===== config.mk =====
export PLATFORM = sky130hd
export DESIGN_NAME = hte_ram
export DESIGN_NICKNAME = d
export VERILOG_FILES = /design/src/design/ioi_histogram_tempo_estimator_core_defines.svh /design/src/design/hte_ram.sv
export SDC_FILE = /design/constraint.sdc
export NUM_CORES = 1
export LEC_CHECK = 0
export BUFFER_PORTS_ARGS = -buffer_cell sky130_fd_sc_hd__buf_2
export CAP_MARGIN = 20
export CORE_MARGIN = 1.5
export CORE_UTILIZATION = 40
export CTS_CLUSTER_SIZE = 20
export DETAILED_ROUTE_END_ITERATION = 7
export PLACE_DENSITY = 0.54
export SKIP_LAST_GASP = 1
export SYNTH_ARGS = -nofsm -noshare
export SYNTH_HDL_FRONTEND = slang
export SYNTH_SLANG_ARGS = --single-unit

===== constraint.sdc =====
create_clock -name clk_i -period 2.35 [get_ports clk_i]
set_input_delay 0.1175 -clock clk_i [delete_from_list [all_inputs] [get_ports clk_i]]
set_output_delay 0.1175 -clock clk_i [all_outputs]
set_load 0.01 [all_outputs]

===== src/design/ioi_histogram_tempo_estimator_core_defines.svh =====
// Assertion macros for the tempo estimator core
`ifndef IOI_HISTOGRAM_TEMPO_ESTIMATOR_CORE_DEFINES_SVH
`define IOI_HISTOGRAM_TEMPO_ESTIMATOR_CORE_DEFINES_SVH

// same-cycle implication
`define HTE_ASSERT_NOW(lbl, ante, cons) \
  lbl: assert property (@(posedge clk_i) disable iff (!rst_ni) (ante) |-> (cons)) \
    else $error("hte assertion failed");

// next-cycle implication
`define HTE_ASSERT_NEXT(lbl, ante, cons) \
  lbl: assert property (@(posedge clk_i) disable iff (!rst_ni) (ante) |=> (cons)) \
    else $error("hte assertion failed");

`endif


===== src/design/hte_ram.sv =====
// Generic single write port RAM with registered read
module hte_ram #(
  parameter int Width = 8,
  parameter int Depth = 64
) (
  input  logic                     clk_i,
  input  logic                     we_i,
  input  logic [$clog2(Depth)-1:0] waddr_i,
  input  logic [Width-1:0]         wdata_i,
  input  logic [$clog2(Depth)-1:0] raddr_i,
  output logic [Width-1:0]         rdata_o
);
  logic [Width-1:0] mem_q [Depth];
  logic [Width-1:0] rdata_q;

  always_ff @(posedge clk_i) begin
    if (we_i) begin
      mem_q[waddr_i] <= wdata_i;
    end
    rdata_q <= mem_q[raddr_i];
  end

  assign rdata_o = rdata_q;
endmodule


# Yosys cells after proc, flatten, opt, wreduce, memory -nomap -nowiden
# Memory sizes are Yosys's and may differ from the RTL's. A register that Yosys moved wholly into a read port is not among the register bits.
# Cells that the tools add are included.
# totals
register_bits	0
latch_bits	0
mem_bits_rw	512
rom_bits	0
output_inout_bits	8
elab_cells	3
mem_count	1
# memory_table
memory	depth	word_bits	read_ports	rd_ports_with_merged_regs	write_ports	line_no	text
mem_q	64	8	1	1	1	hte_ram.sv:13	logic [Width-1:0] mem_q [Depth];
# classes
n_addsub	0
multipliers	0
div	0
order_cmp	0
n_eq_ne	0
shifts	0
mux	2
n_bitwise	0
reduce_logical	0
# op_table
cell	count
1-bit 2-to-1 mux	2

# Depth between registers and ports, before layout
# Gate-level depths: netlist (run 1).
# logic_depth
word_depth	2
mapped_depth	9
ltp_nobuf	5

# Least setup slack after synthesis (run 1)
# No wires, ideal clock.
# synth_timing
path_type	in2reg
from	input raddr_i[1]
to	register rdata_q[3], in the netlist rdata_o[3] (read register of mem_q)
setup_ps	128
arrival_ps	1657
t_required_ps	2222
slack_ps	565
path_stages	7
path_buffers	3
path_cell_list	buf_4 -> buf_2 -> buf_2 -> mux4_2 -> mux4_2 -> o21ai_1 -> o41ai_1
# synth_rtl
item	line_no	text
start: declaration	hte_ram.sv:10	input logic [$clog2(Depth)-1:0] raddr_i,
end: declaration	hte_ram.sv:14	logic [Width-1:0] rdata_q;

==> results.md, run 1 <==
- Wirelength per Cell: 25.7 um
- Final setup vio count: 0
- Worst R2R End: rdata_o[4]$_DFF_P_
- Final Total Pwr: 19.8 mW
- Cell variety after synth: 40
- Worst Path Arrival: 2550 ps
- Die X: 228 um
- Reg-to-Reg Start: mem_q[29][4]$_DFFE_PP_
- Clock Root Buffer: clkbuf_16
- Hold Crit Endpoint: mem_q[60][6]$_DFFE_PP_
- Row count: 82
- Worst-Skew Late Latency: 600 ps
- Post-layout minimum cycle time: 2100 ps
- Post-route DRC: 0
- Skew final: 23.1 ps
- Crit-path max cell delay: 480 ps
- Simple-Gate Fraction of Synth Area: 3.39%
- Share of post-route cells with drive strength above 1: 32.8%
- IO Port Bufs: 29
- Adder-cell area share of the yosys netlist: 0%
- Worst setup path category: reg2reg
- Worst slew margin: 50.2%
- Synth-to-layout area growth: 17.6%
- CTS Buf Count: 52
- Combinational Power Share: 5.2%
- Routed Antenna Nets: 0
- Initial antenna violation count: 1
- Synth Area in Compound Gates: 2.07%
- Crit end category: flop
- Post-synth top flop: edfxtp_1
- Hold Path Class: in2reg
- Drt pass-1 iters: 5
- Crit-path leading delay family: multiplexers
- EDFF count, synth: 512
- Largest area contributor in the netlist: edfxtp_1
- ANT cells: 0
- Largest family of logic cells by synthesized area: multiplexers
- R2R cell count: 5
- F_max: 0.476 GHz
- Setup crit start kind: flop
- Worst slew pin tran: 728 ps
- Vias: 9754
- Global route overflow: 0
- Drt initial violations: 1005
- GR Util All Layers: 18.7%
- Dpl cells: 1718
- Static leakage: 7.64 nW
- Fin Hold WS: 12.4 ps
- Post-route setup slack: 250 ps
- Syn Inst Count: 940
- Seq/Total Area, Yosys: 77.0%
- Largest net degree at the start of global routing: 65
- First-pass GRT wire length: 68500 um
- Mux cell area share after synthesis: 15.9%
- Synth area leaders: edfxtp_1, mux4_2, nor2_1
- Worst reg-to-reg setup slack: 250 ps
- Final period utilization: 89.4%
- Clock Pin Slew Worst Setup and Hold Paths: 60 ps
- Hold path cells: 2
- RSZ-0062 raised after global routing: false
- # hold bufs at CTS: 2
- Hold_sp: wdata_i[6]
- H-tree levels: 2
- Vias in the first global route: 9988
- Clk sinks: 520
- CTS tree: yes
- Via density: 5.37
- CTS resizes: 0
- Worst-path cell chain: mux4_2 -> mux2_2 -> o221a_2 -> nor3_1 -> o32ai_1
- Clock power frac: 43.0%
- # Post-CTS Setup Buffers: 0
- Mapped cell area: 0.0202 mm2
- Synth Area in XOR/XNOR: 0%
- Synthesis Warnings: 0
- CP Buf/Inv Count: 0
- Initial Utilization: 40.4%
- Area of the core: 0.0500 mm2
- WL final: 46600 um
- Worst path slowest cell: mux4_2
- CP max FO: 1
- Power per cell area: 837 mW/mm2
- Final Non-Filler Cells: 1816
- Longest Clk Path Bufs: 3
- Ys async rst share: 0%
- Die Y: 228 um
- Critical Path Start: mem_q[29][4]$_DFFE_PP_
- #FFs+latches synth: 520
- Sw Ratio: 20.5%
- Register share of total power: 51.9%
- Max_cap viols: 0
- Post-synth top cells: edfxtp_1, mux4_2, nor2_1, mux2i_1, nand2_1
- Pint: 15.8 mW
- Syn_area_per_cell: 21.5 um2
- Worst Path Required: 2800 ps
- DP HPWL: 29500 um
- P_sw: 4.06 mW
- Status: finished clean
- Nets@finish: 1124
- Yosys top cell area share: 76.2%
- Fin. Hold Viols: 0
- Slew Limit Fails: 0
- I/O pin cnt: 30
- Full die area: 0.0518 mm2
- Peak VDD IR: 0.483 mV
- Gpl congestion: 0.757
- DP Worst Slack: -142 ps
- Count leader, synth: edfxtp_1
- Net Count, Synth: 962
[cell families after synthesis]
logic type             Yosys count
buffers and inverters           51
AOI/OAI and AO/OA               54
and+or+nand+nor                153
muxes                          162
DFF                            520
[final cells by class]
class	count	area (um2)
fill	4114	26200
sequential	520	15500
multi-input combinational	369	4320
clock buffer	63	1400
timing repair buffer	159	1260
tap	672	841
clock inverter	33	357
[per-layer routing]
metal	vias to the layer above	GRT usage, %	part of all wire, %
li1	4255	-	-
met1	5137	26.7	44
met2	286	29.2	47
met3	74	3.59	6.3
met4	2	5.62	2.5
met5	-	0	0.028
[worst register-to-register path, delay by kind of cell, from the launching register on]
family             cells  cell delay [ps]
AOI/OAI and AO/OA      2              440
and+or+nand+nor        1              370
DFF                    1              370
muxes                  2              790
[layout by cell type, fill, tap and decap left out, types with 4 or more instances in the layout]
cell type	netlist	final
bufinv_16	0	8
clkbuf_16	0	53
nor3_1	7	7
a211oi_1	4	4
edfxtp_1	512	512
nor2b_1	14	14
nand3_1	13	13
clkinv_1	0	13
clkbuf_8	0	5
buf_2	11	26
o22ai_1	8	8
mux2_2	13	13
clkbuf_1	17	6
mux2i_1	23	23
mux4_2	126	126
buf_12	2	10
nand2_1	19	19
clkinv_2	0	9
o221ai_1	8	8
dfxtp_1	8	8
buf_4	13	120
a221oi_1	6	6
nand2b_1	7	7
nor2_1	83	83
[worst max-delay path by stage]
stage               cells past startpoint  slack, ps                 end
floorplan                               7        560  rdata_o[3]$_DFF_P_
global placement                        7       -170  rdata_o[3]$_DFF_P_
detailed placement                      7       -140  rdata_o[3]$_DFF_P_
CTS                                     5        230  rdata_o[4]$_DFF_P_
global route                            5        220  rdata_o[6]$_DFF_P_
finish                                  5        250  rdata_o[4]$_DFF_P_
[metrics by stage]
step                      TNS (ps)  cell area, um2  utilization, %
after global routing             0           23700            47.5
after global placement        -209           21900            43.9
after detailed placement      -261           21900            43.9
after CTS                        0           23700            47.5
after floorplan                  0           20200               -
final                            0           23700            47.5
[power groups by stage]
| stage | registers, mW | clock network, mW | logic (mW) |
|---|---|---|---|
| floorplan | 10.5 | 0 | 0.547 |
| global placement | 10.5 | 0 | 1.02 |
| detailed placement | 10.5 | 0 | 1.04 |
| CTS | 10.3 | 8.72 | 1.04 |
| global route | 10.3 | 9.05 | 1.10 |
| finish | 10.3 | 8.53 | 1.02 |
[registers in the layout (all words and copies together) (netlist names)]
signal and cells:
rdata_o 8, mem_q 512
Note: power is estimated with default switching activity, not from simulation.
==> run 2, diff against run 1 <==
CORE_UTILIZATION = 60   (was 40)
PLACE_DENSITY = 0.75   (was 0.54)
==> run 2 against run 1 <==
Against the previous run: sequential cell count is the same; register-to-register slack got worse by 40 ps; global-route usage up 7.6 points; clock power decreased by 8.9%; final cell count shrank 13%; wire length fell by 4.2%; non-clock buffer count is 4 lower; combinational power barely moved; sequential power about the same; utilization increased by 23 points; cell area is 2.0% lower; sequential share of layout area grew 1.3 points; critical path type unchanged; critical endpoint unchanged.
==> results.md, run 2 (synthesis results as in run 1) <==
- Power per cell area: 821 mW/mm2
- Clk sinks: 520
- Worst Path Required: 2790 ps
- Synth-to-layout area growth: 15.3%
- H-tree levels: 2
- Worst setup path category: reg2reg
- Worst path slowest cell: mux4_2
- Worst-path cell chain: mux4_2 -> mux2_2 -> o221a_2 -> nor3_1 -> o32ai_1
- Post-route DRC: 0
- Worst Path Arrival: 2580 ps
- Die X: 186 um
- Worst reg-to-reg setup slack: 210 ps
- Biggest register: mem_q
- I/O pin cnt: 30
- Largest net degree at the start of global routing: 65
- Drt initial violations: 1117
- Final setup vio count: 0
- Vias in the first global route: 10500
- Wirelength per Cell: 28.2 um
- WL final: 44600 um
- Routed Antenna Nets: 0
- Slew Limit Fails: 0
- Number of flip-flops under the largest register name: 512
- Peak VDD IR: 0.560 mV
- F_max: 0.467 GHz
- Area of the core: 0.0328 mm2
- Full die area: 0.0347 mm2
- CTS tree: yes
- Nets@finish: 1119
- Vias: 10200
- Most common cell after layout, fill and taps aside: edfxtp_1
- Worst slew margin: 50.8%
- # Post-CTS Setup Buffers: 0
- Setup crit start kind: flop
- IO Port Bufs: 29
- Share of post-route cells with drive strength above 1: 31.5%
- Initial antenna violation count: 3
- Fin. Hold Viols: 0
- Drt pass-1 iters: 5
- Global route overflow: 0
- Final period utilization: 91.2%
- Hold Path Class: in2reg
- Die Y: 186 um
- Post-layout minimum cycle time: 2140 ps
- CTS resizes: 0
- Via density: 6.42
- Initial Utilization: 61.5%
- RSZ-0062 raised after global routing: false
- Crit end category: flop
- Final setup TNS: 0 ps
- Skew final: 18.3 ps
- Longest Clk Path Bufs: 3
- CP max FO: 1
- DP HPWL: 27600 um
- Static leakage: 7.54 nW
- Post-route setup slack: 208 ps
- GR Util All Layers: 26.3%
- Clock Pin Slew Worst Setup and Hold Paths: 60 ps
- CTS Buf Count: 51
- Gpl congestion: 0.831
- Status: finished clean
- DP Worst Slack: 111 ps
- Row count: 66
- Most frequent cells in the layout: edfxtp_1, mux4_2, buf_4
- First-pass GRT wire length: 66300 um
- Max_cap viols: 0
- Crit-path max cell delay: 470 ps
- Final Non-Filler Cells: 1583
- Worst-Skew Late Latency: 570 ps
- Worst slew pin tran: 738 ps
- Dpl cells: 1480
- Clock Root Buffer: clkbuf_16
[run 2: changes by cell type in the layout (fill, tap and decap cells not counted), sizes merged]
| cell | change |
|---|---|
| clkbuf | +9 |
| diode | +3 |
| dlygate4sd3 | +2 |
| inv | +2 |
| clkinv | -5 |
| buf | -6 |
| clkinvlp | -3 |
| bufinv | -5 |
[run 2: report_power, final]
group | switching, mW | internal (mW) | total (mW)
Combinational | 0.599 | 0.421 | 1.02
Clock | 3.30 | 4.47 | 7.77
Sequential | 0.0393 | 10.3 | 10.3
Total | 3.94 | 15.2 | 19.1
[run 2: routing by layer]
layer / vias to the layer above / part of all wire [%] / wire length, um / GRT usage [%]
met2: 543 / 49 / 21700 / 41.7
met5: - / 0 / 0 / 0
li1: 4242 / - / - / -
met3: 113 / 9.4 / 4190 / 5.89
met1: 5262 / 39 / 17300 / 36.7
met4: 0 / 3.2 / 1450 / 9.04
[run 2: repair_timing]
action / in CTS / in global routing
endpoints found under the setup margin: 0 / 0
endpoints found under the hold margin: 14 / 20
hold buffers: 2 / 2
[run 2: final timing paths]
path,from,endpoint,cells past startpoint
worst max register to register,mem_q[24][4]$_DFFE_PP_,rdata_o[4]$_DFF_P_,5
worst max-delay path,mem_q[24][4]$_DFFE_PP_,rdata_o[4]$_DFF_P_,5
worst min-delay path,wdata_i[0],mem_q[41][0]$_DFFE_PP_,1
worst min register to register,mem_q[31][4]$_DFFE_PP_,rdata_o[4]$_DFF_P_,3
[run 2: area by class of cell]
type                            count  area [um2]
Fill cell                        1943        9540
Timing Repair Buffer              155        1240
Antenna cell                        3        7.51
Multi-Input combinational cell    369        4320
Clock inverter                     22         195
Sequential cell                   520       15500
Tap cell                          442         553
Clock buffer                       72        1400
[run 2: worst max-delay path, delay by kind of cell, from the launching register on]
family | cells | cell delay [ps]
AND/OR/NAND/NOR | 1 | 460
flip-flops | 1 | 390
multiplexers | 2 | 740
AO/OA/AOI/OAI | 2 | 430
[run 2: through the flow]
stage | hold slack, ps | cell area [um2] | power [mW] | util [%]
after global placement | 513 | 21600 | 11.5 | 65.8
after floorplan | 216 | 20200 | 11.0 | -
final | 47.2 | 23200 | 19.1 | 70.9
after global routing | 71.5 | 23200 | 19.6 | 70.9
after detailed placement | 522 | 21600 | 11.5 | 65.8
after CTS | 43.5 | 23200 | 19.2 | 70.7
==> run 3, diff against run 2 <==
MAX_ROUTING_LAYER = met4   (was not set)
clock period = 2.7 ns   (was 2.35 ns; I/O delays follow)
==> run 3 against run 2 <==
Against the previous run: die area did not move; via count fell by 2.1%; non-clock buffer count fell by 22; clock skew rose by 7.2 ps; register-to-register slack improved by 370 ps; worst hold slack improved by 36 ps; largest cell class unchanged.
==> results.md, run 3 (synthesis results as in run 1) <==
- Post-place instance area: 0.0214 mm2
- Wirelength per Cell: 28.0 um
- Worst-Skew Late Latency: 570 ps
- Worst path slowest cell: mux4_2
- Fin area: 0.0230 mm2
- Final period utilization: 78.5%
- CTS Buf Count: 49
- Status: finished clean
- Setup crit start kind: flop
- Final setup TNS: 0 ps
- Vias in the first global route: 10200
- Sw Ratio: 20.5%
- Clk sinks: 520
- DP HPWL: 27300 um
- Register share of total power: 54.9%
- Die X: 186 um
- Power per cell area: 712 mW/mm2
- Slew Limit Fails: 0
- Drt pass-1 iters: 8
- Static leakage: 7.39 nW
- Worst slew margin: 49.2%
- Clock power frac: 39.9%
- Largest net degree at the start of global routing: 65
- Skew final: 25.5 ps
- Post-route DRC: 0
- Most frequent cells in the layout: edfxtp_1, mux4_2, buf_4
- Drt initial violations: 1152
- Pint: 13.0 mW
- Area of the core: 0.0328 mm2
- IO Port Bufs: 29
- Via density: 6.41
- CTS tree: yes
- Number of flip-flops under the largest register name: 512
- CP max FO: 1
- WL final: 43500 um
- Most common cell after layout, fill and taps aside: edfxtp_1
- P_sw: 3.34 mW
- Gpl congestion: 0.847
- F_max: 0.472 GHz
- CP Buf/Inv Count: 0
- Synth-to-layout area growth: 13.8%
- Final setup vio count: 0
- Crit-path leading delay family: multiplexers
- Die Y: 186 um
- Combinational Power Share: 5.2%
- Clock Pin Slew Worst Setup and Hold Paths: 70 ps
- Worst Path Arrival: 2550 ps
- GR Util All Layers: 26.7%
- Max_cap viols: 0
- CTS resizes: 0
- Fin. Hold Viols: 0
- Initial antenna violation count: 1
- Full die area: 0.0347 mm2
- I/O pin cnt: 30
- Global route overflow: 0
- Peak VDD IR: 0.684 mV
- Crit-path max cell delay: 470 ps
- First-pass GRT wire length: 65100 um
- H-tree levels: 2
- Clock Root Buffer: clkbuf_16
- Nets@finish: 1095
- Post-layout minimum cycle time: 2120 ps
- Fin util: 70.0%
- Crit end category: flop
- Fin Hold WS: 83.4 ps
- Biggest register: mem_q
- Share of post-route cells with drive strength above 1: 31.2%
- Worst Path Required: 3130 ps
- Hold Path Class: in2reg
- Longest Clk Path Bufs: 3
- Worst slew pin tran: 760 ps
- Row count: 66
- Worst setup path category: reg2reg
- RSZ-0062 raised after global routing: false
- Worst-path cell chain: mux4_2 -> mux2_2 -> o221a_2 -> nor3_1 -> o32ai_1
- Initial Utilization: 61.5%
- Routed Antenna Nets: 0
- Vias: 9947
-- run 3: cell count changes in the layout (fill, tap and decap cells not counted), moves of 2 or more --
cell,previous run,this run
clkinv_1,9,7
clkinv_2,7,13
clkbuf_1,18,5
buf_12,10,6
buf_4,114,98
dlygate4sd3_1,4,2
clkinvlp_4,0,3
clkbuf_8,3,1
-- run 3: layout make-up --
| cell class | count | area [um2] |
|---|---|---|
| flip-flops and latches | 520 | 15500 |
| fillers | 1943 | 9830 |
| multi-input cells | 369 | 4320 |
| clock buffers | 56 | 1290 |
| repair buffers | 133 | 1020 |
| well taps | 442 | 553 |
| clock inverters | 29 | 230 |
| diodes | 3 | 7.51 |
-- run 3: power groups by stage --
stage | Combinational, mW | Sequential, mW | Clock, mW
2_1_floorplan | 0.476 | 9.13 | 0
3_3_place_gp | 0.832 | 9.13 | 0
3_5_place_dp | 0.849 | 9.14 | 0
4_1_cts | 0.855 | 8.96 | 6.60
5_1_grt | 0.906 | 8.96 | 6.91
6_report | 0.851 | 8.97 | 6.52
-- run 3: path summary, 6_finish.rpt --
check                           cells after the start                   start                 end  slack [ps]
worst min register to register                      3  mem_q[30][6]$_DFFE_PP_  rdata_o[6]$_DFF_P_         880
worst min-delay path                                3              raddr_i[4]  rdata_o[2]$_DFF_P_          80
worst max register to register                      5  mem_q[17][4]$_DFFE_PP_  rdata_o[4]$_DFF_P_         580
worst max-delay path                                5  mem_q[17][4]$_DFFE_PP_  rdata_o[4]$_DFF_P_         580
-- run 3: per-layer routing --
layer,part of all wire (%),routed length (um),up-vias,GRT usage [%]
met4,3.0,1290,0,8.57
li1,-,-,4190,-
met3,9.2,4010,91,4.57
met5,0,0,-,-
met2,48,21000,503,40.7
met1,40,17200,5163,37.7
-- run 3: worst register-to-register path, cell delays in order, from the launching register on --
cell      delay [ps]
edfxtp_1         380
mux4_2           470
mux2_2           280
o221a_2          280
nor3_1           420
o32ai_1          180
-- run 3: what timing repair did --
action,in CTS,in global routing
hold endpoints to repair,5,0
hold buffers,2,0
setup buffers,0,0
-- run 3: per-stage QoR --
stage,instances,setup WS (ps),power [mW]
floorplan,940,897,9.60
global placement,1462,293,9.97
detailed placement,1462,258,9.99
CTS,1549,558,16.4
global route,1550,555,16.8
finish,1552,581,16.3
